`src/hw/rtl/wgwa_pkg.sv`:
```
`default_nettype none
package wgwa_pkg;

   // sample and window geometry
   localparam int SAMPLE_W     = 16;
   localparam int WINDOW_DEPTH = 8;
   localparam int PTR_W        = (WINDOW_DEPTH > 1) ? $clog2(WINDOW_DEPTH) : 1;
   localparam int CNT_W        = $clog2(WINDOW_DEPTH + 1);

   // q1.16 weights, the integer bit is needed only for 1.0
   localparam int WEIGHT_W   = 17;
   localparam int FRAC_W     = 16;
   localparam int WSUM_W     = WEIGHT_W + $clog2(WINDOW_DEPTH + 1);
   localparam int PROD_W     = SAMPLE_W + WEIGHT_W;
   // acc < 2^16 * wsum, so it fits in sample plus weight-sum bits
   localparam int ACC_W      = SAMPLE_W + WSUM_W;
   localparam int DIV_CNT_W  = $clog2(SAMPLE_W);

   localparam logic [WEIGHT_W-1:0] WEIGHT_ONE = WEIGHT_W'(65536);
   localparam logic [FRAC_W-1:0]   DECAY_Q16  = FRAC_W'(45875);

   typedef logic [WEIGHT_W-1:0] weight_array_type [WINDOW_DEPTH];
   typedef logic [WSUM_W-1:0]   wsum_array_type   [WINDOW_DEPTH];

   // weight of the sample k steps older than the newest, truncated decay
   function automatic weight_array_type build_weights();
      weight_array_type tbl;
      logic [WEIGHT_W+FRAC_W-1:0] prod;
      logic [WEIGHT_W-1:0] w;
      w = WEIGHT_ONE;
      for (int k = 0; k < WINDOW_DEPTH; k++) begin
         tbl[k] = w;
         prod   = (WEIGHT_W+FRAC_W)'(w) * (WEIGHT_W+FRAC_W)'(DECAY_Q16);
         w      = prod[FRAC_W +: WEIGHT_W];
      end
      return tbl;
   endfunction

   // sum of weights for a fill count of k+1
   function automatic wsum_array_type build_wsums();
      wsum_array_type tbl;
      weight_array_type wt;
      logic [WSUM_W-1:0] s;
      wt = build_weights();
      s  = '0;
      for (int k = 0; k < WINDOW_DEPTH; k++) begin
         s      = s + WSUM_W'(wt[k]);
         tbl[k] = s;
      end
      return tbl;
   endfunction

   localparam weight_array_type WEIGHT_TABLE = build_weights();
   localparam wsum_array_type   WSUM_TABLE   = build_wsums();

endpackage
`default_nettype wire

```
`src/hw/rtl/windowed_geometric_weighted_average_core.sv`:
```
// one item is worked on at a time: req_tready is high only in idle, so no item is accepted
// until the last result is loaded into the output register; one shared multiply-accumulate
// steps over the held samples (fill_count is 1 to 8), then a restoring divider produces one quotient bit per cycle
// the output register lets a new item be accepted while a result waits to be taken
// reset: synchronous active high; clears the sequencer, window store, fill count,
// write pointer and rsp_tvalid
`default_nettype none
module windowed_geometric_weighted_average_core (
   input  wire  logic                          clock,
   input  wire  logic                          reset,
   input  wire  logic                          req_tvalid,
   output logic                                req_tready,
   input  wire  logic [wgwa_pkg::SAMPLE_W-1:0] req_tdata,   // [15:0] sample
   output logic                                rsp_tvalid,
   input  wire  logic                          rsp_tready,
   output logic [wgwa_pkg::SAMPLE_W-1:0]       rsp_tdata    // [15:0] average
);
   import wgwa_pkg::*;

   // sequencer states
   localparam logic [2:0] ST_IDLE = 3'd0;
   localparam logic [2:0] ST_MAC  = 3'd1;
   localparam logic [2:0] ST_PREP = 3'd2;
   localparam logic [2:0] ST_DIV  = 3'd3;
   localparam logic [2:0] ST_FIN  = 3'd4;

   logic [SAMPLE_W-1:0]  window_ff [WINDOW_DEPTH];

   logic [2:0]           state_ff, state_in;
   logic [PTR_W-1:0]     wr_ptr_ff, wr_ptr_in;
   logic [PTR_W-1:0]     rd_ptr_ff, rd_ptr_in;
   logic [PTR_W-1:0]     tap_ff, tap_in;
   logic [CNT_W-1:0]     fill_count_ff, fill_count_in;
   logic [ACC_W-1:0]     acc_ff, acc_in;
   logic [WSUM_W-1:0]    wsum_ff, wsum_in;
   logic [WSUM_W-1:0]    rem_ff, rem_in;
   logic [SAMPLE_W-1:0]  quo_ff, quo_in;
   logic [DIV_CNT_W-1:0] div_cnt_ff, div_cnt_in;
   logic [SAMPLE_W-1:0]  avg_ff, avg_in;
   logic                 rsp_valid_ff, rsp_valid_in;

   logic                 req_fire;
   logic                 out_free;
   logic [PROD_W-1:0]    product;
   logic [WSUM_W:0]      shifted;
   logic [WSUM_W:0]      trial;
   logic                 last_tap;
   logic [PTR_W-1:0]     fill_idx;

   assign req_tready = (state_ff == ST_IDLE);
   assign req_fire   = req_tvalid && req_tready;
   assign out_free   = !rsp_valid_ff || rsp_tready;
   assign rsp_tvalid = rsp_valid_ff;
   assign rsp_tdata  = avg_ff;

   // shared multiplier: one held sample times its weight
   assign product  = PROD_W'(window_ff[rd_ptr_ff]) * PROD_W'(WEIGHT_TABLE[tap_ff]);
   assign fill_idx = PTR_W'(fill_count_ff - CNT_W'(1));
   assign last_tap = (tap_ff == fill_idx);

   // restoring division step: bring in the next dividend bit and try a subtract
   assign shifted = {rem_ff, quo_ff[SAMPLE_W-1]};
   assign trial   = shifted - {1'b0, wsum_ff};

   // next-state logic
   always_comb begin
      state_in      = state_ff;
      wr_ptr_in     = wr_ptr_ff;
      rd_ptr_in     = rd_ptr_ff;
      tap_in        = tap_ff;
      fill_count_in = fill_count_ff;
      acc_in        = acc_ff;
      wsum_in       = wsum_ff;
      rem_in        = rem_ff;
      quo_in        = quo_ff;
      div_cnt_in    = div_cnt_ff;
      avg_in        = avg_ff;
      rsp_valid_in  = rsp_valid_ff && !rsp_tready;
      case (state_ff)
         ST_IDLE: begin
            if (req_fire) begin
               rd_ptr_in = wr_ptr_ff;
               wr_ptr_in = (wr_ptr_ff == PTR_W'(WINDOW_DEPTH - 1)) ? '0
                                                                  : wr_ptr_ff + PTR_W'(1);
               if (fill_count_ff != CNT_W'(WINDOW_DEPTH)) begin
                  fill_count_in = fill_count_ff + CNT_W'(1);
               end
               tap_in   = '0;
               acc_in   = '0;
               state_in = ST_MAC;
            end
         end
         ST_MAC: begin
            // walk from the newest sample back to the oldest one held
            acc_in    = acc_ff + ACC_W'(product);
            rd_ptr_in = (rd_ptr_ff == '0) ? PTR_W'(WINDOW_DEPTH - 1) : rd_ptr_ff - PTR_W'(1);
            tap_in    = tap_ff + PTR_W'(1);
            if (last_tap) begin
               state_in = ST_PREP;
            end
         end
         ST_PREP: begin
            // high part is already below wsum, so the quotient fits 16 bits
            rem_in     = acc_ff[ACC_W-1 -: WSUM_W];
            quo_in     = acc_ff[SAMPLE_W-1:0];
            wsum_in    = WSUM_TABLE[fill_idx];
            div_cnt_in = '0;
            state_in   = ST_DIV;
         end
         ST_DIV: begin
            if (!trial[WSUM_W]) begin
               rem_in = trial[WSUM_W-1:0];
            end else begin
               rem_in = shifted[WSUM_W-1:0];
            end
            quo_in     = {quo_ff[SAMPLE_W-2:0], !trial[WSUM_W]};
            div_cnt_in = div_cnt_ff + DIV_CNT_W'(1);
            if (div_cnt_ff == DIV_CNT_W'(SAMPLE_W - 1)) begin
               state_in = ST_FIN;
            end
         end
         ST_FIN: begin
            // quotient never exceeds the largest held sample, no clamp needed
            if (out_free) begin
               avg_in       = quo_ff;
               rsp_valid_in = 1'b1;
               state_in     = ST_IDLE;
            end
         end
         default: begin
            state_in = ST_IDLE;
         end
      endcase
   end

   // window store, cleared at reset
   always_ff @(posedge clock) begin
      if (reset) begin
         for (int i = 0; i < WINDOW_DEPTH; i++) begin
            window_ff[i] <= '0;
         end
      end else if (req_fire) begin
         window_ff[wr_ptr_ff] <= req_tdata;
      end
   end

   // control registers
   always_ff @(posedge clock) begin
      if (reset) begin
         state_ff      <= ST_IDLE;
         wr_ptr_ff     <= '0;
         fill_count_ff <= '0;
         rsp_valid_ff  <= 1'b0;
      end else begin
         state_ff      <= state_in;
         wr_ptr_ff     <= wr_ptr_in;
         fill_count_ff <= fill_count_in;
         rsp_valid_ff  <= rsp_valid_in;
      end
   end

   // datapath registers
   always_ff @(posedge clock) begin
      rd_ptr_ff  <= rd_ptr_in;
      tap_ff     <= tap_in;
      acc_ff     <= acc_in;
      wsum_ff    <= wsum_in;
      rem_ff     <= rem_in;
      quo_ff     <= quo_in;
      div_cnt_ff <= div_cnt_in;
      avg_ff     <= avg_in;
   end

`ifndef SYNTHESIS
   // the window is never empty while an item is being worked on
   assert property (@(posedge clock) disable iff (reset)
      (state_ff != ST_IDLE) |-> (fill_count_ff != '0 &&
                                 fill_count_ff <= CNT_W'(WINDOW_DEPTH)))
      else $error("fill count out of range during processing");

   // partial remainder stays below the divisor through the division
   assert property (@(posedge clock) disable iff (reset)
      (state_ff == ST_DIV) |-> (rem_ff < wsum_ff))
      else $error("divider remainder not below weight sum");

   // an accepted item always starts the multiply-accumulate pass
   assert property (@(posedge clock) disable iff (reset)
      req_fire |=> (state_ff == ST_MAC))
      else $error("accepted item did not start accumulation");

   // a new result only appears out of the finish step
   assert property (@(posedge clock) disable iff (reset)
      $rose(rsp_valid_ff) |-> ($past(state_ff) == ST_FIN))
      else $error("result raised outside finish step");
`endif

endmodule
`default_nettype wire
```
`config.mk`:
```
export PLATFORM = sky130hd
export DESIGN_NAME = windowed_geometric_weighted_average_core
export DESIGN_NICKNAME = d
export VERILOG_FILES = /design/src/hw/rtl/wgwa_pkg.sv /design/src/hw/rtl/windowed_geometric_weighted_average_core.sv
export SDC_FILE = /design/constraint.sdc
export NUM_CORES = 1
export LEC_CHECK = 0
export BUFFER_PORTS_ARGS = -buffer_cell sky130_fd_sc_hd__buf_2
export CORE_ASPECT_RATIO = 0.75
export CORE_MARGIN = 1
export CORE_UTILIZATION = 70
export DETAILED_ROUTE_END_ITERATION = 6
export GPL_ROUTABILITY_DRIVEN = 0
export HOLD_SLACK_MARGIN = 0.02
export MAX_ROUTING_LAYER = met4
export PLACE_DENSITY = 0.95
export SYNTH_ARGS = -nofsm -noshare
export SYNTH_HDL_FRONTEND = slang
export SYNTH_SLANG_ARGS = --single-unit
```
`constraint.sdc`:
```
create_clock -name clock -period 17.9 [get_ports clock]
set_input_delay 4.475 -clock clock [delete_from_list [all_inputs] [get_ports clock]]
set_output_delay 4.475 -clock clock [all_outputs]
set_load 0.05 [all_outputs]
```
**Word-level counts from Yosys, hierarchy flattened**

Memories as Yosys holds them, arrays and structs flattened. A register that Yosys moved wholly into a read port is not among the register bits.
Cells that the tools add are included.

- Memory bits (writable): 128
- Memories: 3
- Bits in read-only memories: 304
- Register bits after elaboration: 111
- Input port bits: 20

Memory list:

| name | depth | bits a word | read ports | clocked after memory_dff | write ports | RTL line | text |
|---|---|---|---|---|---|---|---|
| (no name shown) | 8 | 21 | 1 | 1 | 0 | windowed_geometric_weighted_average_core.sv:106 | `wsum_in = WSUM_TABLE[fill_idx];` |
| (no name shown) | 8 | 17 | 1 | 0 | 0 | windowed_geometric_weighted_average_core.sv:57 | `assign product = PROD_W'(window_ff[rd_ptr_ff]) * PROD_W'(WEIGHT_TABLE[tap_ff]);` |
| window_ff | 8 | 16 | 1 | 1 | 8 | windowed_geometric_weighted_average_core.sv:27 | `logic [SAMPLE_W-1:0] window_ff [WINDOW_DEPTH];` |

- Equal/unequal tests: 12
- Bitwise logic cells: 2
- $add $sub $neg: 8
- Multiply operators: 1
- Reductions and logical operators: 16
- Order comparisons: 1
- Mux-type cells: 30

Operators with widths:

| cell | count |
|---|---|
| 37-bit one-hot mux with 2 select lines | 1 |
| 21-bit one-hot mux with 2 select lines | 1 |
| 37-bit by 33-bit adder with 37-bit output | 1 |
| 37-bit 2-to-1 mux | 1 |
| 17-bit 2-to-1 mux | 2 |
| 16-bit by 17-bit multiplier with 33-bit output | 1 |
| 16-bit one-hot mux with 2 select lines | 1 |
| 3-bit 2-to-1 mux | 10 |
| 22-bit by 21-bit subtractor with 22-bit output | 1 |
| 21-bit 2-to-1 mux | 1 |
| 16-bit 2-to-1 mux | 1 |
| 16-bit OR reduction | 1 |
| 3-bit one-hot mux with 5 select lines | 1 |
| 3-bit one-hot mux with 2 select lines | 2 |
| 4-bit by 1-bit adder with 4-bit output (second input constant) | 2 |
| 1-bit 2-to-1 mux | 8 |
| 3-bit NOT with 4-bit output | 2 |
| 4-bit one-hot mux with 2 select lines | 1 |
| 3-bit by 1-bit adder with 3-bit output (second input constant) | 2 |
| 3-bit by 2-bit == test with 1-bit output (second input constant) | 2 |
| 3-bit == test (second input constant) | 2 |
| 3-bit logical NOT | 2 |
| 2-bit != test (second input constant) | 3 |
| 2-bit AND reduction | 3 |
| 13 further kinds | 18 |

**Longest topological paths before layout**

- Depth in word-level cells: 7
- Depth in mapped cells: 28
- Mapped depth without buffers: 26

**Least setup slack after synthesis**

No wires, ideal clock.

- Kind: register to register
- Start: register with a tool-made name
- End: register acc_ff[33], data pin
- Data arrival time: 7.050 ns
- Buffers on the path: 3
- Data required time: 17.634 ns
- Stages on the path, launching flop included: 26
- Path slack: 10.584 ns
- Cell sequence: dfxtp_1 clkbuf_1 buf_1 mux4_2 mux2i_1 nor2_1 fa_1 inv_1 fa_1 inv_1 fa_1 fa_1 fa_1 inv_1 fa_1 inv_1 ha_1 clkbuf_1 nand3_1 o211ai_1 nor3_1 a21oi_1 a211oi_1 o311ai_1 xnor2_1 nor2_1

RTL lines:

| what | RTL line | text |
|---|---|---|
| to (signal assigned) | windowed_geometric_weighted_average_core.sv:166 | `acc_ff <= acc_in;` |
| to (decl) | windowed_geometric_weighted_average_core.sv:34 | `logic [ACC_W-1:0] acc_ff, acc_in;` |

==> qor.txt <==
Post-synth EDFFs = 246
Chip Width = 210 um
Met2 Wirelength = 29100 um
Ys async rst share = 0%
Largest family of logic cells by synthesized area = adder cells
Routed len/inst = 25.0 um
1st-iter DRT viols = 3215
Clk Latency, worst-skew pair = 0.59 ns
Final Hold Vio Count = 0
DR WL met3 = 11500 um
Clk buf depth = 3
DPL Wire Length = 45300 um
Synth Area in Simple Gates = 15.7%
XOR/XNOR share of the synthesized area = 1.42%
Final clock skew = 0.0370 ns
HP Class = register to register
Crit-path max FO = 32
Syn Inst Count = 2230
CTS buffer count = 27
CTS tree = built
GRT Util Overall = 43.2%
DIE AREA = 0.0333 sq mm
Top_reg_cell synth = edfxtp_1
Std cell rows = 56
Grt ovf = 0
DR vias/cell = 6.79
Root Buffer = clkbuf_16
Max Slew Vio Count = 0
Final net count = 2660
Sum of negative setup slack = 0 ns
Syn_area_per_cell = 10.2 sq um
Core ar. = 0.0317 sq mm
Syn Std Cell Area = 0.0228 sq mm
Min Tclk post-route = 9.17 ns
Highest Clock Rate = 109 MHz
Syn-to-layout area delta = 6.97%
Finished Layout Cells = 2705
Post-CTS resize count = 0
Post-CTS setup buffers = 0
Post-synth cell types = 70
Die Y = 158 um
Max Used Layer = met4
Critical path capture point type = register
Worst slew margin = 2.69%
Max cap viols = 0
FILL cells = 1747
Adder-cell share of the synthesized area = 29.6%
Crit path required time = 18.20 ns
Met1 WL = 22000 um
Clock transition at path regs = 0.06 ns
Hold path depth = 0
RSZ-0062 raised after global routing = no
Critical path startpoint category = register
Pre-antenna DRT Iters = 7
Status = complete, but fails checks
Setup slack, reg-to-reg = 8.73 ns
Largest net degree at the start of global routing = 69
Top Ports = 38
Synth Area in Compound Gates = 7.13%
PortBufs = 37
Setup Viol. Count Final = 0
Placed cell count = 2654
Failing checks = design-rule violations
FF-to-FF End = acc_ff[29]
Layout cells sized above 1 = 8.16%
Starting density of the core = 72.0%
DRT Wirelength = 67600 um
Hold endpoint = rsp_tdata[5]
First-pass GRT wire length = 104000 um
#FFs+latches synth = 260
Remaining routing DRC violations = 183
Worst setup path category = register to register
Via count = 18400
Post-synthesis sequential area ratio = 33.6%
Sink Count = 260
Post-route ant nets = 0
Reg2Reg Depth = 23
Syn nets = 2642
Post-synthesis mux area share = 4.60%
Least-Margin Pin Slew = 1.42 ns
Synth warn = 0
Number of global-route vias before repair = 19000
Initial antenna violation count = 1
Tcrit/Tclk final = 51.3%
H-tree levels = 1
Core Util, Final = 77.0%
Hold buffer count at cts = 0
Startpoint of the worst hold path = quo_ff[5]
CP arrival = 9.47 ns
-- cells in the mapped netlist, drive strengths merged (3+ instances only) --
master | number | share of area (%)
a21oi | 66 | 1.4
mux2 | 15 | 0.74
o31ai | 4 | 0.13
nor2 | 186 | 3.1
ha | 150 | 8.2
clkbuf | 64 | 1.1
inv | 403 | 6.6
o21a | 11 | 0.36
a211oi | 10 | 0.33
a31oi | 7 | 0.19
fa | 242 | 21
xnor2 | 29 | 1.1
mux4 | 32 | 3.2
and3 | 21 | 0.60
o21ai | 52 | 1.1
nand3 | 32 | 0.70
or2 | 12 | 0.33
o21bai | 10 | 0.33
nor4 | 5 | 0.14
or3 | 3 | 0.10
xor2 | 8 | 0.31
nand4 | 18 | 0.49
nor3b | 4 | 0.13
nand2 | 236 | 3.9
a21o | 30 | 0.99
nor3 | 25 | 0.57
o311ai | 3 | 0.12
o31a | 5 | 0.19
edfxtp | 246 | 32
nor2b | 25 | 0.69
o211ai | 27 | 0.89
a21boi | 3 | 0.099
dfxtp | 14 | 1.2
buf | 14 | 0.29
mux2i | 16 | 0.70
nand2b | 25 | 0.69
and2 | 143 | 3.9
-- cell families (layout without fill, tap and decap cells) --
kind of cell,Yosys count,in the layout
buffers and inverters,481,519
AND/OR/NAND/NOR,744,744
XOR/XNOR,37,37
AO/OA/AOI/OAI,251,251
other,0,2
adder cells (fa/ha/maj),394,394
flip-flops,260,260
multiplexers,63,63
-- flip-flops by register name (all words and copies together), names as in the netlist, named ones only --
name and count:
wr_ptr_ff 3, fill_count_ff 4, rsp_tdata 16, window_ff 128, rem_ff 21, rd_ptr_ff 3
acc_ff 37, wsum_ff 18, state_ff 3, quo_ff 16, div_cnt_ff 4, tap_ff 3
rsp_tvalid 1
-- layout make-up --
class                   instances  area (sq um)  area share, %
well taps                     435           544           2.23
multi-input cells            1489         13300           54.7
diodes                          2          5.00         0.0205
flip-flops and latches        260          7670           31.4
repair buffers                 67           410           1.68
clock buffers                  30           687           2.82
inverters                     403          1510           6.20
clock inverters                19           229          0.939
-- worst max path at each step --
| stage | startpoint | to | slack, ns | depth (start not counted) |
|---|---|---|---|---|
| 6_report | register | acc_ff[29] | 8.73 | 23 |
| 5_1_grt | register | acc_ff[29] | 8.82 | 23 |
| 4_1_cts | register | acc_ff[29] | 9.31 | 23 |
| 3_5_place_dp | register | acc_ff[29] | 9.55 | 23 |
| 3_3_place_gp | register | acc_ff[29] | 9.78 | 23 |
| 2_1_floorplan | register | acc_ff[33] | 10.58 | 25 |
-- per-stage QoR --
stage,setup slack (ns),hold slack [ns],area (sq um)
after floorplan,10.58,0.426,22800
after global placement,9.78,0.437,23500
after detailed placement,9.55,0.435,23500
after CTS,9.31,0.449,24400
after global routing,8.82,0.472,24400
final,8.73,0.448,24400
-- critical path, cell delays in order (launching register included) --
cell and delay [ns]:
dfxtp_2 0.32, buf_4 0.54, mux4_2 0.64, mux2i_1 1.11
nor2_1 0.21, fa_1 0.60, inv_1 0.08, fa_1 0.50
fa_1 0.53, inv_1 0.06, fa_1 0.51, fa_1 0.52
inv_1 0.05, fa_1 0.47, inv_1 0.04, ha_1 0.37
a21o_1 0.22, a21o_1 0.17, a21oi_1 0.21, o21ai_0 0.14
a211oi_1 1.05, o21ai_0 0.28, xnor2_1 0.21, nor2_1 0.05
-- per-layer routing --
metal / track usage (%) / vias to the layer above
met4: 25.4 / 0
met2: 62.4 / 1825
li1: - / 7314
met5: - / -
met1: 52.0 / 8645
met3: 16.8 / 588
-- cell usage in the layout (no fill, tap or decap), types with 32 or more instances in the layout --
master | Yosys | routed
a21oi_1 | 66 | 65
inv_1 | 402 | 402
fa_1 | 242 | 242
o21ai_0 | 49 | 49
mux4_2 | 32 | 32
nand3_1 | 32 | 32
edfxtp_1 | 246 | 246
and2_1 | 143 | 142
nor2_1 | 186 | 186
buf_2 | 5 | 37
nand2_1 | 236 | 235
ha_1 | 150 | 150
Power is not shown: default switching activity piles up to over one toggle a cycle in this logic, so the estimate is an artifact.
